==> config.mk <==
export PLATFORM = sky130hd
export DESIGN_NAME = lfu_cache_top_flat
export DESIGN_NICKNAME = d
export VERILOG_FILES = /design/src/rtl/lfu_pkg.sv /design/src/rtl/lfu_if.sv /design/src/rtl/lfu_ram.sv /design/src/rtl/lfu_dp.sv /design/src/rtl/lfu_ctrl.sv /design/src/rtl/lfu_cache_top.sv /design/src/flat_wrapper.sv
export SDC_FILE = /design/constraint.sdc
export NUM_CORES = 2
export LEC_CHECK = 0
export BUFFER_PORTS_ARGS = -buffer_cell sky130_fd_sc_hd__buf_2
export CAP_MARGIN = 20
export CORE_ASPECT_RATIO = 0.9
export CORE_MARGIN = 3
export CORE_UTILIZATION = 51
export CTS_CLUSTER_DIAMETER = 100
export CTS_CLUSTER_SIZE = 10
export DETAILED_ROUTE_END_ITERATION = 10
export HOLD_SLACK_MARGIN = 0.08
export PLACE_DENSITY = 0.67
export SLEW_MARGIN = 15
export SYNTH_ARGS = -nofsm -noshare
export SYNTH_HDL_FRONTEND = slang
export SYNTH_SLANG_ARGS = --single-unit
==> constraint.sdc <==
create_clock -name clk -period 31.4 [get_ports clk]
set_input_delay 3.14 -clock clk [delete_from_list [all_inputs] [get_ports clk]]
set_output_delay 3.14 -clock clk [all_outputs]
set_load 0.02 [all_outputs]
==> src/rtl/lfu_pkg.sv <==
// lfu_pkg: shared constants and controller/datapath command and status types
// for the LFU cache. No dependencies.
`default_nettype none

package lfu_pkg;

    localparam int unsigned FIELD_W   = 32;     // width of key/value fields on the ports
    localparam int unsigned CAP_W     = 5;      // width of the capacity register
    localparam logic [CAP_W-1:0] CAP_RESET = 5'd16;

    localparam logic MODE_SET = 1'b0;
    localparam logic MODE_GET = 1'b1;

    localparam logic [FIELD_W-1:0] MISS_VALUE = 32'hFFFF_FFFF;

    // controller -> datapath
    typedef struct packed {
        logic load_req;   // capture request beat, clear accumulators
        logic scan_rd;    // read slot at index counter, search pass
        logic upd_rd;     // read slot at index counter, update pass
        logic finish;     // commit valid bit changes
        logic respond;    // load result register
    } lfu_cmd_t;

    // datapath -> controller
    typedef struct packed {
        logic idx_last;   // index counter at last slot
        logic is_get;     // captured request is a get
        logic out_free;   // result register can take a new beat
    } lfu_status_t;

endpackage

`default_nettype wire

==> src/rtl/lfu_if.sv <==
// lfu_req_if / lfu_rsp_if: valid/ready channels for request and result beats.
// No dependencies.
`default_nettype none

interface lfu_req_if;
    logic               valid;
    logic               ready;
    logic               mode;
    logic        [31:0] lookup_key;
    logic signed [31:0] write_value;

    modport source (output valid, mode, lookup_key, write_value, input ready);
    modport sink   (input valid, mode, lookup_key, write_value, output ready);
endinterface

interface lfu_rsp_if;
    logic               valid;
    logic               ready;
    logic               hit;
    logic signed [31:0] read_value;

    modport source (output valid, hit, read_value, input ready);
    modport sink   (input valid, hit, read_value, output ready);
endinterface

`default_nettype wire

==> src/rtl/lfu_ram.sv <==
// lfu_ram: generic simple dual-port RAM, one write and one registered read per cycle.
// No dependencies.
`default_nettype none

module lfu_ram #(
    parameter int unsigned WIDTH = 8,
    parameter int unsigned DEPTH = 16
) (
    input  wire logic                                   clk,
    input  wire logic                                   wr_en,
    input  wire logic [(DEPTH > 1 ? $clog2(DEPTH) : 1)-1:0] wr_addr,
    input  wire logic [WIDTH-1:0]                       wr_data,
    input  wire logic                                   rd_en,
    input  wire logic [(DEPTH > 1 ? $clog2(DEPTH) : 1)-1:0] rd_addr,
    output logic      [WIDTH-1:0]                       rd_data
);

    logic [WIDTH-1:0] mem_reg [DEPTH];

    always_ff @(posedge clk)
    begin
        if (wr_en)
        begin
            mem_reg[wr_addr] <= wr_data;
        end
        if (rd_en)
        begin
            rd_data <= mem_reg[rd_addr];
        end
    end

endmodule

`default_nettype wire

==> src/rtl/lfu_dp.sv <==
// lfu_dp: LFU cache datapath - slot RAM, valid bits, search accumulators,
// update logic and result register. Depends on lfu_pkg and lfu_ram.
`default_nettype none

module lfu_dp
    import lfu_pkg::*;
#(
    parameter int unsigned ENTRIES     = 16,
    parameter int unsigned KEY_WIDTH   = 32,
    parameter int unsigned DATA_WIDTH  = 32,
    parameter int unsigned COUNT_WIDTH = 16
) (
    input  wire logic                      clk,
    input  wire logic                      rst_n,
    input  wire logic                      req_mode,
    input  wire logic        [FIELD_W-1:0] req_key,
    input  wire logic signed [FIELD_W-1:0] req_value,
    input  wire logic                      cfg_we,
    input  wire logic        [CAP_W-1:0]   cfg_wdata,
    input  wire lfu_cmd_t                  cmd,
    output lfu_status_t                    status,
    input  wire logic                      rsp_ready,
    output logic                           rsp_valid,
    output logic                           rsp_hit,
    output logic signed      [FIELD_W-1:0] rsp_value
);

    localparam int unsigned IDX_W  = (ENTRIES > 1) ? $clog2(ENTRIES) : 1;
    localparam int unsigned RANK_W = IDX_W;
    localparam int unsigned OCC_W  = $clog2(ENTRIES + 1);
    localparam int unsigned CMP_W  = (OCC_W > CAP_W) ? OCC_W : CAP_W;
    localparam int unsigned WORD_W = KEY_WIDTH + DATA_WIDTH + COUNT_WIDTH + RANK_W;

    typedef struct packed {
        logic [KEY_WIDTH-1:0]   key;
        logic [DATA_WIDTH-1:0]  data;
        logic [COUNT_WIDTH-1:0] cnt;
        logic [RANK_W-1:0]      rank;
    } slot_t;

    // request and config
    logic [CAP_W-1:0]      cap_reg;
    logic                  mode_reg;
    logic [KEY_WIDTH-1:0]  key_reg;
    logic [DATA_WIDTH-1:0] data_reg;

    // sweep control
    logic [IDX_W-1:0]   idx_reg;
    logic               d1_scan_reg;
    logic               d1_upd_reg;
    logic [IDX_W-1:0]   d1_idx_reg;
    logic [ENTRIES-1:0] valid_reg;
    logic [ENTRIES-1:0] valid_next;

    // search results
    logic                   found_reg;
    logic [IDX_W-1:0]       f_idx_reg;
    logic [RANK_W-1:0]      f_rank_reg;
    logic [DATA_WIDTH-1:0]  f_data_reg;
    logic [OCC_W-1:0]       occ_reg;
    logic                   free_any_reg;
    logic [IDX_W-1:0]       free_idx_reg;
    logic                   vic_any_reg;
    logic [IDX_W-1:0]       vic_idx_reg;
    logic [COUNT_WIDTH-1:0] vic_cnt_reg;
    logic [RANK_W-1:0]      vic_rank_reg;

    // result register
    logic                     rsp_valid_reg;
    logic                     rsp_hit_reg;
    logic signed [FIELD_W-1:0] rsp_value_reg;

    // RAM
    slot_t             rd_word;
    slot_t             wr_word;
    logic              wr_en;
    logic [WORD_W-1:0] rd_bits;

    lfu_ram #(
        .WIDTH (WORD_W),
        .DEPTH (ENTRIES)
    ) u_slot_ram (
        .clk     (clk),
        .wr_en   (wr_en),
        .wr_addr (d1_idx_reg),
        .wr_data (wr_word),
        .rd_en   (cmd.scan_rd | cmd.upd_rd),
        .rd_addr (idx_reg),
        .rd_data (rd_bits)
    );

    assign rd_word = slot_t'(rd_bits);

    // per-slot view of the returning read
    logic slot_v;
    logic slot_match;
    logic slot_better;

    assign slot_v      = valid_reg[d1_idx_reg];
    assign slot_match  = slot_v && (rd_word.key == key_reg);
    assign slot_better = slot_v && (!vic_any_reg || (rd_word.cnt < vic_cnt_reg) ||
                         ((rd_word.cnt == vic_cnt_reg) && (rd_word.rank > vic_rank_reg)));

    // plan, stable once the search pass is over
    logic [CMP_W-1:0] cap_eff;
    logic             cap_zero;
    logic             do_touch;
    logic             do_write;
    logic             do_new;
    logic             do_evict;
    logic             do_insert;
    logic [IDX_W-1:0] ins_idx;

    always_comb
    begin
        cap_eff   = (CMP_W'(cap_reg) > CMP_W'(ENTRIES)) ? CMP_W'(ENTRIES) : CMP_W'(cap_reg);
        cap_zero  = (cap_reg == '0);
        do_touch  = !cap_zero && found_reg;
        do_write  = do_touch && (mode_reg == MODE_SET);
        do_new    = !cap_zero && !found_reg && (mode_reg == MODE_SET);
        do_evict  = do_new && vic_any_reg && (CMP_W'(occ_reg) >= cap_eff);
        do_insert = do_new && (do_evict || free_any_reg);
        ins_idx   = (do_evict && (!free_any_reg || (vic_idx_reg < free_idx_reg))) ?
                    vic_idx_reg : free_idx_reg;
    end

    // update pass: rewrite each slot that changes
    always_comb
    begin
        wr_en   = 1'b0;
        wr_word = rd_word;
        if (d1_upd_reg)
        begin
            if (do_touch)
            begin
                if (d1_idx_reg == f_idx_reg)
                begin
                    wr_en        = 1'b1;
                    wr_word.data = do_write ? data_reg : rd_word.data;
                    wr_word.cnt  = (rd_word.cnt == '1) ? rd_word.cnt :
                                   rd_word.cnt + COUNT_WIDTH'(1);
                    wr_word.rank = '0;
                end
                else if (slot_v && (rd_word.rank < f_rank_reg))
                begin
                    wr_en        = 1'b1;
                    wr_word.rank = rd_word.rank + RANK_W'(1);
                end
            end
            else if (do_insert)
            begin
                if (d1_idx_reg == ins_idx)
                begin
                    wr_en        = 1'b1;
                    wr_word.key  = key_reg;
                    wr_word.data = data_reg;
                    wr_word.cnt  = COUNT_WIDTH'(1);
                    wr_word.rank = '0;
                end
                else if (slot_v && !(do_evict && (d1_idx_reg == vic_idx_reg)))
                begin
                    // age by one; slots older than the victim also close its gap
                    wr_en = 1'b1;
                    if (!(do_evict && (rd_word.rank > vic_rank_reg)))
                    begin
                        wr_word.rank = rd_word.rank + RANK_W'(1);
                    end
                end
            end
        end
    end

    always_comb
    begin
        valid_next = valid_reg;
        if (cmd.finish)
        begin
            if (do_evict)
            begin
                valid_next[vic_idx_reg] = 1'b0;
            end
            if (do_insert)
            begin
                valid_next[ins_idx] = 1'b1;
            end
        end
    end

    // control registers
    always_ff @(posedge clk or negedge rst_n)
    begin
        if (!rst_n)
        begin
            cap_reg       <= CAP_RESET;
            idx_reg       <= '0;
            d1_scan_reg   <= 1'b0;
            d1_upd_reg    <= 1'b0;
            valid_reg     <= '0;
            found_reg     <= 1'b0;
            free_any_reg  <= 1'b0;
            vic_any_reg   <= 1'b0;
            occ_reg       <= '0;
            rsp_valid_reg <= 1'b0;
        end
        else
        begin
            if (cfg_we)
            begin
                cap_reg <= cfg_wdata;
            end

            if (cmd.scan_rd || cmd.upd_rd)
            begin
                idx_reg <= (idx_reg == IDX_W'(ENTRIES - 1)) ? '0 : idx_reg + IDX_W'(1);
            end
            d1_scan_reg <= cmd.scan_rd;
            d1_upd_reg  <= cmd.upd_rd;
            valid_reg   <= valid_next;

            if (cmd.load_req)
            begin
                found_reg    <= 1'b0;
                free_any_reg <= 1'b0;
                vic_any_reg  <= 1'b0;
                occ_reg      <= '0;
            end
            else if (d1_scan_reg)
            begin
                if (slot_v)
                begin
                    occ_reg <= occ_reg + OCC_W'(1);
                end
                if (slot_match && !found_reg)
                begin
                    found_reg <= 1'b1;
                end
                if (!slot_v && !free_any_reg)
                begin
                    free_any_reg <= 1'b1;
                end
                if (slot_better)
                begin
                    vic_any_reg <= 1'b1;
                end
            end

            if (cmd.respond)
            begin
                rsp_valid_reg <= 1'b1;
            end
            else if (rsp_ready)
            begin
                rsp_valid_reg <= 1'b0;
            end
        end
    end

    // payload registers
    always_ff @(posedge clk)
    begin
        if (cmd.load_req)
        begin
            mode_reg <= req_mode;
            key_reg  <= KEY_WIDTH'(req_key);
            data_reg <= DATA_WIDTH'(req_value);
        end

        d1_idx_reg <= idx_reg;

        if (d1_scan_reg)
        begin
            if (slot_match && !found_reg)
            begin
                f_idx_reg  <= d1_idx_reg;
                f_rank_reg <= rd_word.rank;
                f_data_reg <= rd_word.data;
            end
            if (!slot_v && !free_any_reg)
            begin
                free_idx_reg <= d1_idx_reg;
            end
            if (slot_better)
            begin
                vic_idx_reg  <= d1_idx_reg;
                vic_cnt_reg  <= rd_word.cnt;
                vic_rank_reg <= rd_word.rank;
            end
        end

        if (cmd.respond)
        begin
            rsp_hit_reg   <= do_touch;
            rsp_value_reg <= do_touch ? FIELD_W'(signed'(f_data_reg)) : MISS_VALUE;
        end
    end

    assign status.idx_last = (idx_reg == IDX_W'(ENTRIES - 1));
    assign status.is_get   = (mode_reg == MODE_GET);
    assign status.out_free = !rsp_valid_reg || rsp_ready;

    assign rsp_valid = rsp_valid_reg;
    assign rsp_hit   = rsp_hit_reg;
    assign rsp_value = rsp_value_reg;

endmodule

`default_nettype wire

==> src/rtl/lfu_ctrl.sv <==
// lfu_ctrl: LFU cache sequencer - request accept, search pass, update pass,
// result hand-off. Depends on lfu_pkg.
`default_nettype none

module lfu_ctrl
    import lfu_pkg::*;
(
    input  wire logic        clk,
    input  wire logic        rst_n,
    input  wire logic        req_valid,
    output logic             req_ready,
    input  wire lfu_status_t status,
    output lfu_cmd_t         cmd
);

    typedef enum logic [2:0] {
        IDLE,
        SCAN,
        SCAN_END,
        UPDATE,
        UPD_END,
        RESP
    } state_t;

    state_t state_reg;
    state_t state_next;

    always_comb
    begin
        state_next = state_reg;
        cmd        = '0;
        unique case (state_reg)
            IDLE:
            begin
                cmd.load_req = req_valid;
                if (req_valid)
                begin
                    state_next = SCAN;
                end
            end
            SCAN:
            begin
                cmd.scan_rd = 1'b1;
                if (status.idx_last)
                begin
                    state_next = SCAN_END;
                end
            end
            SCAN_END:
            begin
                state_next = UPDATE;
            end
            UPDATE:
            begin
                cmd.upd_rd = 1'b1;
                if (status.idx_last)
                begin
                    state_next = UPD_END;
                end
            end
            UPD_END:
            begin
                cmd.finish = 1'b1;
                state_next = RESP;
            end
            RESP:
            begin
                if (!status.is_get)
                begin
                    state_next = IDLE;
                end
                else if (status.out_free)
                begin
                    cmd.respond = 1'b1;
                    state_next  = IDLE;
                end
            end
            default:
            begin
                state_next = IDLE;
            end
        endcase
    end

    always_ff @(posedge clk or negedge rst_n)
    begin
        if (!rst_n)
        begin
            state_reg <= IDLE;
        end
        else
        begin
            state_reg <= state_next;
        end
    end

    assign req_ready = (state_reg == IDLE);

endmodule

`default_nettype wire

==> src/rtl/lfu_cache_top.sv <==
// lfu_cache_top: LFU key-value cache, top level.
// Depends on lfu_pkg, lfu_if, lfu_ctrl, lfu_dp, lfu_ram.
`default_nettype none

// LFU key-value cache with ENTRIES slots. Each request beat on req is a set
// (mode 0) or a get (mode 1). A get returns one beat on rsp: hit and the stored
// value, or hit low and -1 on a miss; a set returns nothing. Hits bump a
// saturating use count and make the slot most recently used. A new key takes
// the lowest free slot; when occupancy has reached capacity_in_use (capped at
// ENTRIES) the slot with the lowest count is evicted first, ties going to the
// least recently used. Capacity 0 ignores sets and misses every get.
// All slot state lives in one single-port read / single-port write RAM, which
// the sequencer walks twice per request: one pass to find the key, occupancy,
// first free slot and LFU victim, one pass to rewrite counts and recency ranks.
// Valid bits are flip-flops cleared by reset, so no clearing pass is needed and
// requests are taken right after reset. A finished get waits in an output
// register, and the block holds in its final state only if that register is
// still full. capacity_in_use is written through cfg_we/cfg_wdata; the user
// must write it only while the block is idle, as the block does not enforce it.

module lfu_cache_top
    import lfu_pkg::*;
#(
    parameter int unsigned ENTRIES     = 16,
    parameter int unsigned KEY_WIDTH   = 32,
    parameter int unsigned DATA_WIDTH  = 32,
    parameter int unsigned COUNT_WIDTH = 16
) (
    input  wire logic             clk,
    input  wire logic             rst_n,
    lfu_req_if.sink               req,
    lfu_rsp_if.source             rsp,
    input  wire logic             cfg_we,
    input  wire logic [CAP_W-1:0] cfg_wdata
);

    lfu_cmd_t    cmd;
    lfu_status_t status;

    lfu_ctrl u_ctrl (
        .clk       (clk),
        .rst_n     (rst_n),
        .req_valid (req.valid),
        .req_ready (req.ready),
        .status    (status),
        .cmd       (cmd)
    );

    lfu_dp #(
        .ENTRIES     (ENTRIES),
        .KEY_WIDTH   (KEY_WIDTH),
        .DATA_WIDTH  (DATA_WIDTH),
        .COUNT_WIDTH (COUNT_WIDTH)
    ) u_dp (
        .clk       (clk),
        .rst_n     (rst_n),
        .req_mode  (req.mode),
        .req_key   (req.lookup_key),
        .req_value (req.write_value),
        .cfg_we    (cfg_we),
        .cfg_wdata (cfg_wdata),
        .cmd       (cmd),
        .status    (status),
        .rsp_ready (rsp.ready),
        .rsp_valid (rsp.valid),
        .rsp_hit   (rsp.hit),
        .rsp_value (rsp.read_value)
    );

endmodule

`default_nettype wire

==> src/flat_wrapper.sv <==
// flat-port wrapper written by rule: the top's interface ports become plain ports
module lfu_cache_top_flat import lfu_pkg::*;
#(
    parameter int unsigned ENTRIES     = 16,
    parameter int unsigned KEY_WIDTH   = 32,
    parameter int unsigned DATA_WIDTH  = 32,
    parameter int unsigned COUNT_WIDTH = 16
)
  (clk, rst_n, cfg_we, cfg_wdata, req_valid, req_mode, req_lookup_key, req_write_value, req_ready, rsp_valid, rsp_hit, rsp_read_value, rsp_ready);
  lfu_req_if req_i ();
  lfu_rsp_if rsp_i ();
  input  wire logic clk;
  input  wire logic rst_n;
  input  wire logic cfg_we;
  input  wire logic [CAP_W-1:0] cfg_wdata;
  input wire logic [$bits(req_i.valid)-1:0] req_valid;
  input wire logic [$bits(req_i.mode)-1:0] req_mode;
  input wire logic [$bits(req_i.lookup_key)-1:0] req_lookup_key;
  input wire logic [$bits(req_i.write_value)-1:0] req_write_value;
  output wire logic [$bits(req_i.ready)-1:0] req_ready;
  output wire logic [$bits(rsp_i.valid)-1:0] rsp_valid;
  output wire logic [$bits(rsp_i.hit)-1:0] rsp_hit;
  output wire logic [$bits(rsp_i.read_value)-1:0] rsp_read_value;
  input wire logic [$bits(rsp_i.ready)-1:0] rsp_ready;
  assign req_i.valid = req_valid;
  assign req_i.mode = req_mode;
  assign req_i.lookup_key = req_lookup_key;
  assign req_i.write_value = req_write_value;
  assign req_ready = req_i.ready;
  assign rsp_valid = rsp_i.valid;
  assign rsp_hit = rsp_i.hit;
  assign rsp_read_value = rsp_i.read_value;
  assign rsp_i.ready = rsp_ready;
  lfu_cache_top #(.ENTRIES(ENTRIES), .KEY_WIDTH(KEY_WIDTH), .DATA_WIDTH(DATA_WIDTH), .COUNT_WIDTH(COUNT_WIDTH)) u_core (.clk(clk), .rst_n(rst_n), .req(req_i), .rsp(rsp_i), .cfg_we(cfg_we), .cfg_wdata(cfg_wdata));
endmodule
==> results.yml <==
synthesis:
  synth_largest_area_cell: "edfxtp_1"
  synth.avg_cell_area_um2: 22.9
  seq_area_frac_synth_pct: 77.2
  yosys-top-cells-area: "edfxtp_1 (76%), mux4_2 (15%), dfrtp_1 (1.5%), mux2_4 (1.4%), ha_1 (0.69%)"
  synth_edf_count: 1594
  synth-seq-cells: 1637
  syn_nets: 2877
  syn_area_um2: 63300
  syn-instance-count: 2767
  synthDistinctLibCells: 66
  synth_warnings: 0
  yosys.area.top_type_share_pct: 75.6
  ys_async_sr_fraction_pct: 2.38
  synthFlopType: "edfxtp_1"
routing:
  wire_per_inst_um: 28.9
  drt-vias-per-instance: 6.20
  routed_wirelength_um: 134000
  drcViolationCount: 0
  dr.pass1.iters: 6
  num_vias: 28800
  antenna_left: 0
  drtIter0Drc: 3224
sta:
  clock_skew_ns: 0.0509
  setup_viol: 0
  period_minus_slack_ns: 5.50
  fmax_mhz: 182
  rsz0062_at_grt: "false"
  slew_headroom_pct: 25.2
  slew_viol_final: 0
  fin_tns_setup_ns: 0
  fin_crit_sh_pct: 17.5
  finalHoldViolations: 0
  tightest_slew_ns: 1.12
grt:
  grt_usage_pct: 21.3
  busiest_layer: "met2"
  grtUsageMet1_pct: 31.0
  grt_start_max_net_pins: 147
  antenna_found_initial: 2
  grt_pass1_vias: 29800
  gr-total-overflow: 0
  met3_usage_pct: 3.99
  met2_usage_pct: 33.4
  grt_pass1_wl_um: 200000
worst_setup_path:
  cp.required_ns: 31.79
  endpoint_kind: "register"
  crit_arrival_ns: 5.89
  path_cells: "nor2b_1 -> ha_1 -> nor2b_1 -> o21ai_0 -> a31oi_1 -> nor3_4 -> mux2i_1 -> nor4_4 -> buf_4 -> nor3_2 -> buf_4 -> nor4_2 -> buf_4 -> buf_4"
  worst_path_dominant_cell_family: "buffers and inverters"
  crit_type: "register to register"
  crit_slowest_cell: "buf_4"
  startpoint_type: "register"
  critPathMostFrequentCell: "buf_4"
  worstPathMaxFanout: 54
  slowest_delay_ns: 0.91
  path_buf_inv: 4
clocking:
  cts_resized: 0
  cts-buffers-inserted: 182
  cts-root-buf: "clkbuf_16"
  post-cts-setup-buffer-count: 0
  cts_hold_buf: 0
  cts.sinks: 1637
  h-tree-depth: 4
  cts_max_path_buffers: 3
  cts_tree: "yes"
  clk_pin_slew_ns: 0.06
  clkLatencyLatePin_ns: 0.80
cells_and_area:
  drive_above_1_share_pct: 31.4
  fin_util_pct: 57.6
  final_nets: 3112
  finalInstanceArea_um2: 71000
  final_cells: 4643
  insertedDiodeCount: 0
  largest_reg_flops: 1344
  n_fill_cell: 8547
  area_growth_pct: 12.1
power:
  peakVddDrop_uv: 64.8
  power_density_nw_per_um2: 82.6
  cellLeakagePower_uw: 0.0204
placed_design:
  port_buffers: 109
  dp_hpwl_um: 69200
  dpl_cell_area_um2: 66000
  dpl.cell_count: 4425
  place.gp.congestion: 0.799
worst_hold_path:
  hp-class: "register to register"
die:
  initial_core_util_pct: 51.4
  fp.coreArea_um2: 123000
  pin_count: 110
  die_w_um: 378
  rows: 122
  dieArea_um2: 128000
  die_h_um: 340
status:
  outcome: "finished clean"
flow_run:
  max-cap-violations: 0
## layout by cell type (no fill, tap or decap), types with 10 or more instances in the layout
cell type and count:
nand3_1 13, clkbuf_1 16, buf_2 110, nor4_2 16, nand4_1 15, o21ai_0 48
nor3_1 15, clkbuf_16 185, inv_1 36, a21oi_1 27, mux2_4 59, nand2_1 46
xnor2_1 24, o31ai_1 11, mux4_2 425, mux2_2 10, nor2_1 34, xor2_1 25
edfxtp_1 1594, nor2b_1 12, or2_2 40, buf_4 61, ha_1 35, dfrtp_1 34
## worst paths after layout
path | start | endpoint | slack [ns] | depth (start not counted)
setup / recovery | u_core.u_dp.cap_reg[4] | u_core.u_dp.u_slot_ram.mem_reg[4][74] | 25.90 | 14
hold / removal | u_core.u_dp.u_slot_ram.rd_data[22] | u_core.u_dp.f_data_reg[2] | 0.45 | 0
setup reg to reg | u_core.u_dp.cap_reg[4] | u_core.u_dp.u_slot_ram.mem_reg[4][74] | 25.90 | 14
hold reg to reg | u_core.u_dp.u_slot_ram.rd_data[22] | u_core.u_dp.f_data_reg[2] | 0.45 | 0
max in group asynchronous | rst_n | u_core.u_dp.idx_reg[3] | 28.26 | 1
min in group asynchronous | rst_n | u_core.u_dp.d1_scan_reg | 2.50 | 1
## synth_stat cells, types with 33 or more instances
cell type	n
or2_2	40
ha_1	35
dfrtp_1	38
inv_1	36
edfxtp_1	1594
mux4_2	425
mux2_4	59
o21ai_0	50
clkbuf_1	81
nand2_1	46
buf_1	33
nor2_1	35
## routing by layer
metal  vias up  share of wire, %
met5         -                 0
met4         0               2.1
met3       213               7.3
met2      1220                49
met1     15300                42
li1      12000                 -
## area by class of cell
type                    instances  area [um^2]  share of cell area, %
clock buffers                 201         4690                   6.60
clock inverters                12          215                  0.303
inverters                      38          143                  0.201
multi-input cells             965        13900                   19.5
flip-flops and latches       1637        48900                   68.9
well taps                    1612         2020                   2.84
repair buffers                178         1130                   1.59
## cells by family (layout without fill, tap and decap cells)
group | Yosys count | count (layout) | share of synthesized area [%]
AO/OA/AOI/OAI | 143 | 143 | 1.45
XOR/XNOR | 49 | 49 | 0.677
adder cells (fa/ha/maj) | 35 | 35 | 0.691
buffers and inverters | 165 | 429 | 1.12
flip-flops | 1637 | 1637 | 77.2
multiplexers | 497 | 497 | 16.7
AND/OR/NAND/NOR | 241 | 241 | 2.10
## stage by stage
stage | worst slack (ns) | hold slack, ns | power, uW
after global placement | 25.98 | 0.439 | 4050
after detailed placement | 25.92 | 0.436 | 4100
after CTS | 25.87 | 0.449 | 5920
after floorplan | 20.12 | 0.345 | 3710
after global routing | 25.56 | 0.465 | 6100
final | 25.90 | 0.447 | 5870
## power breakdown
part	internal, uW	switching (uW)	leakage [uW]
Combinational	534	672	0.00499
Sequential	2690	147	0.0131
Clock	1040	777	0.00239
Note: power is estimated with default switching activity, not from simulation.
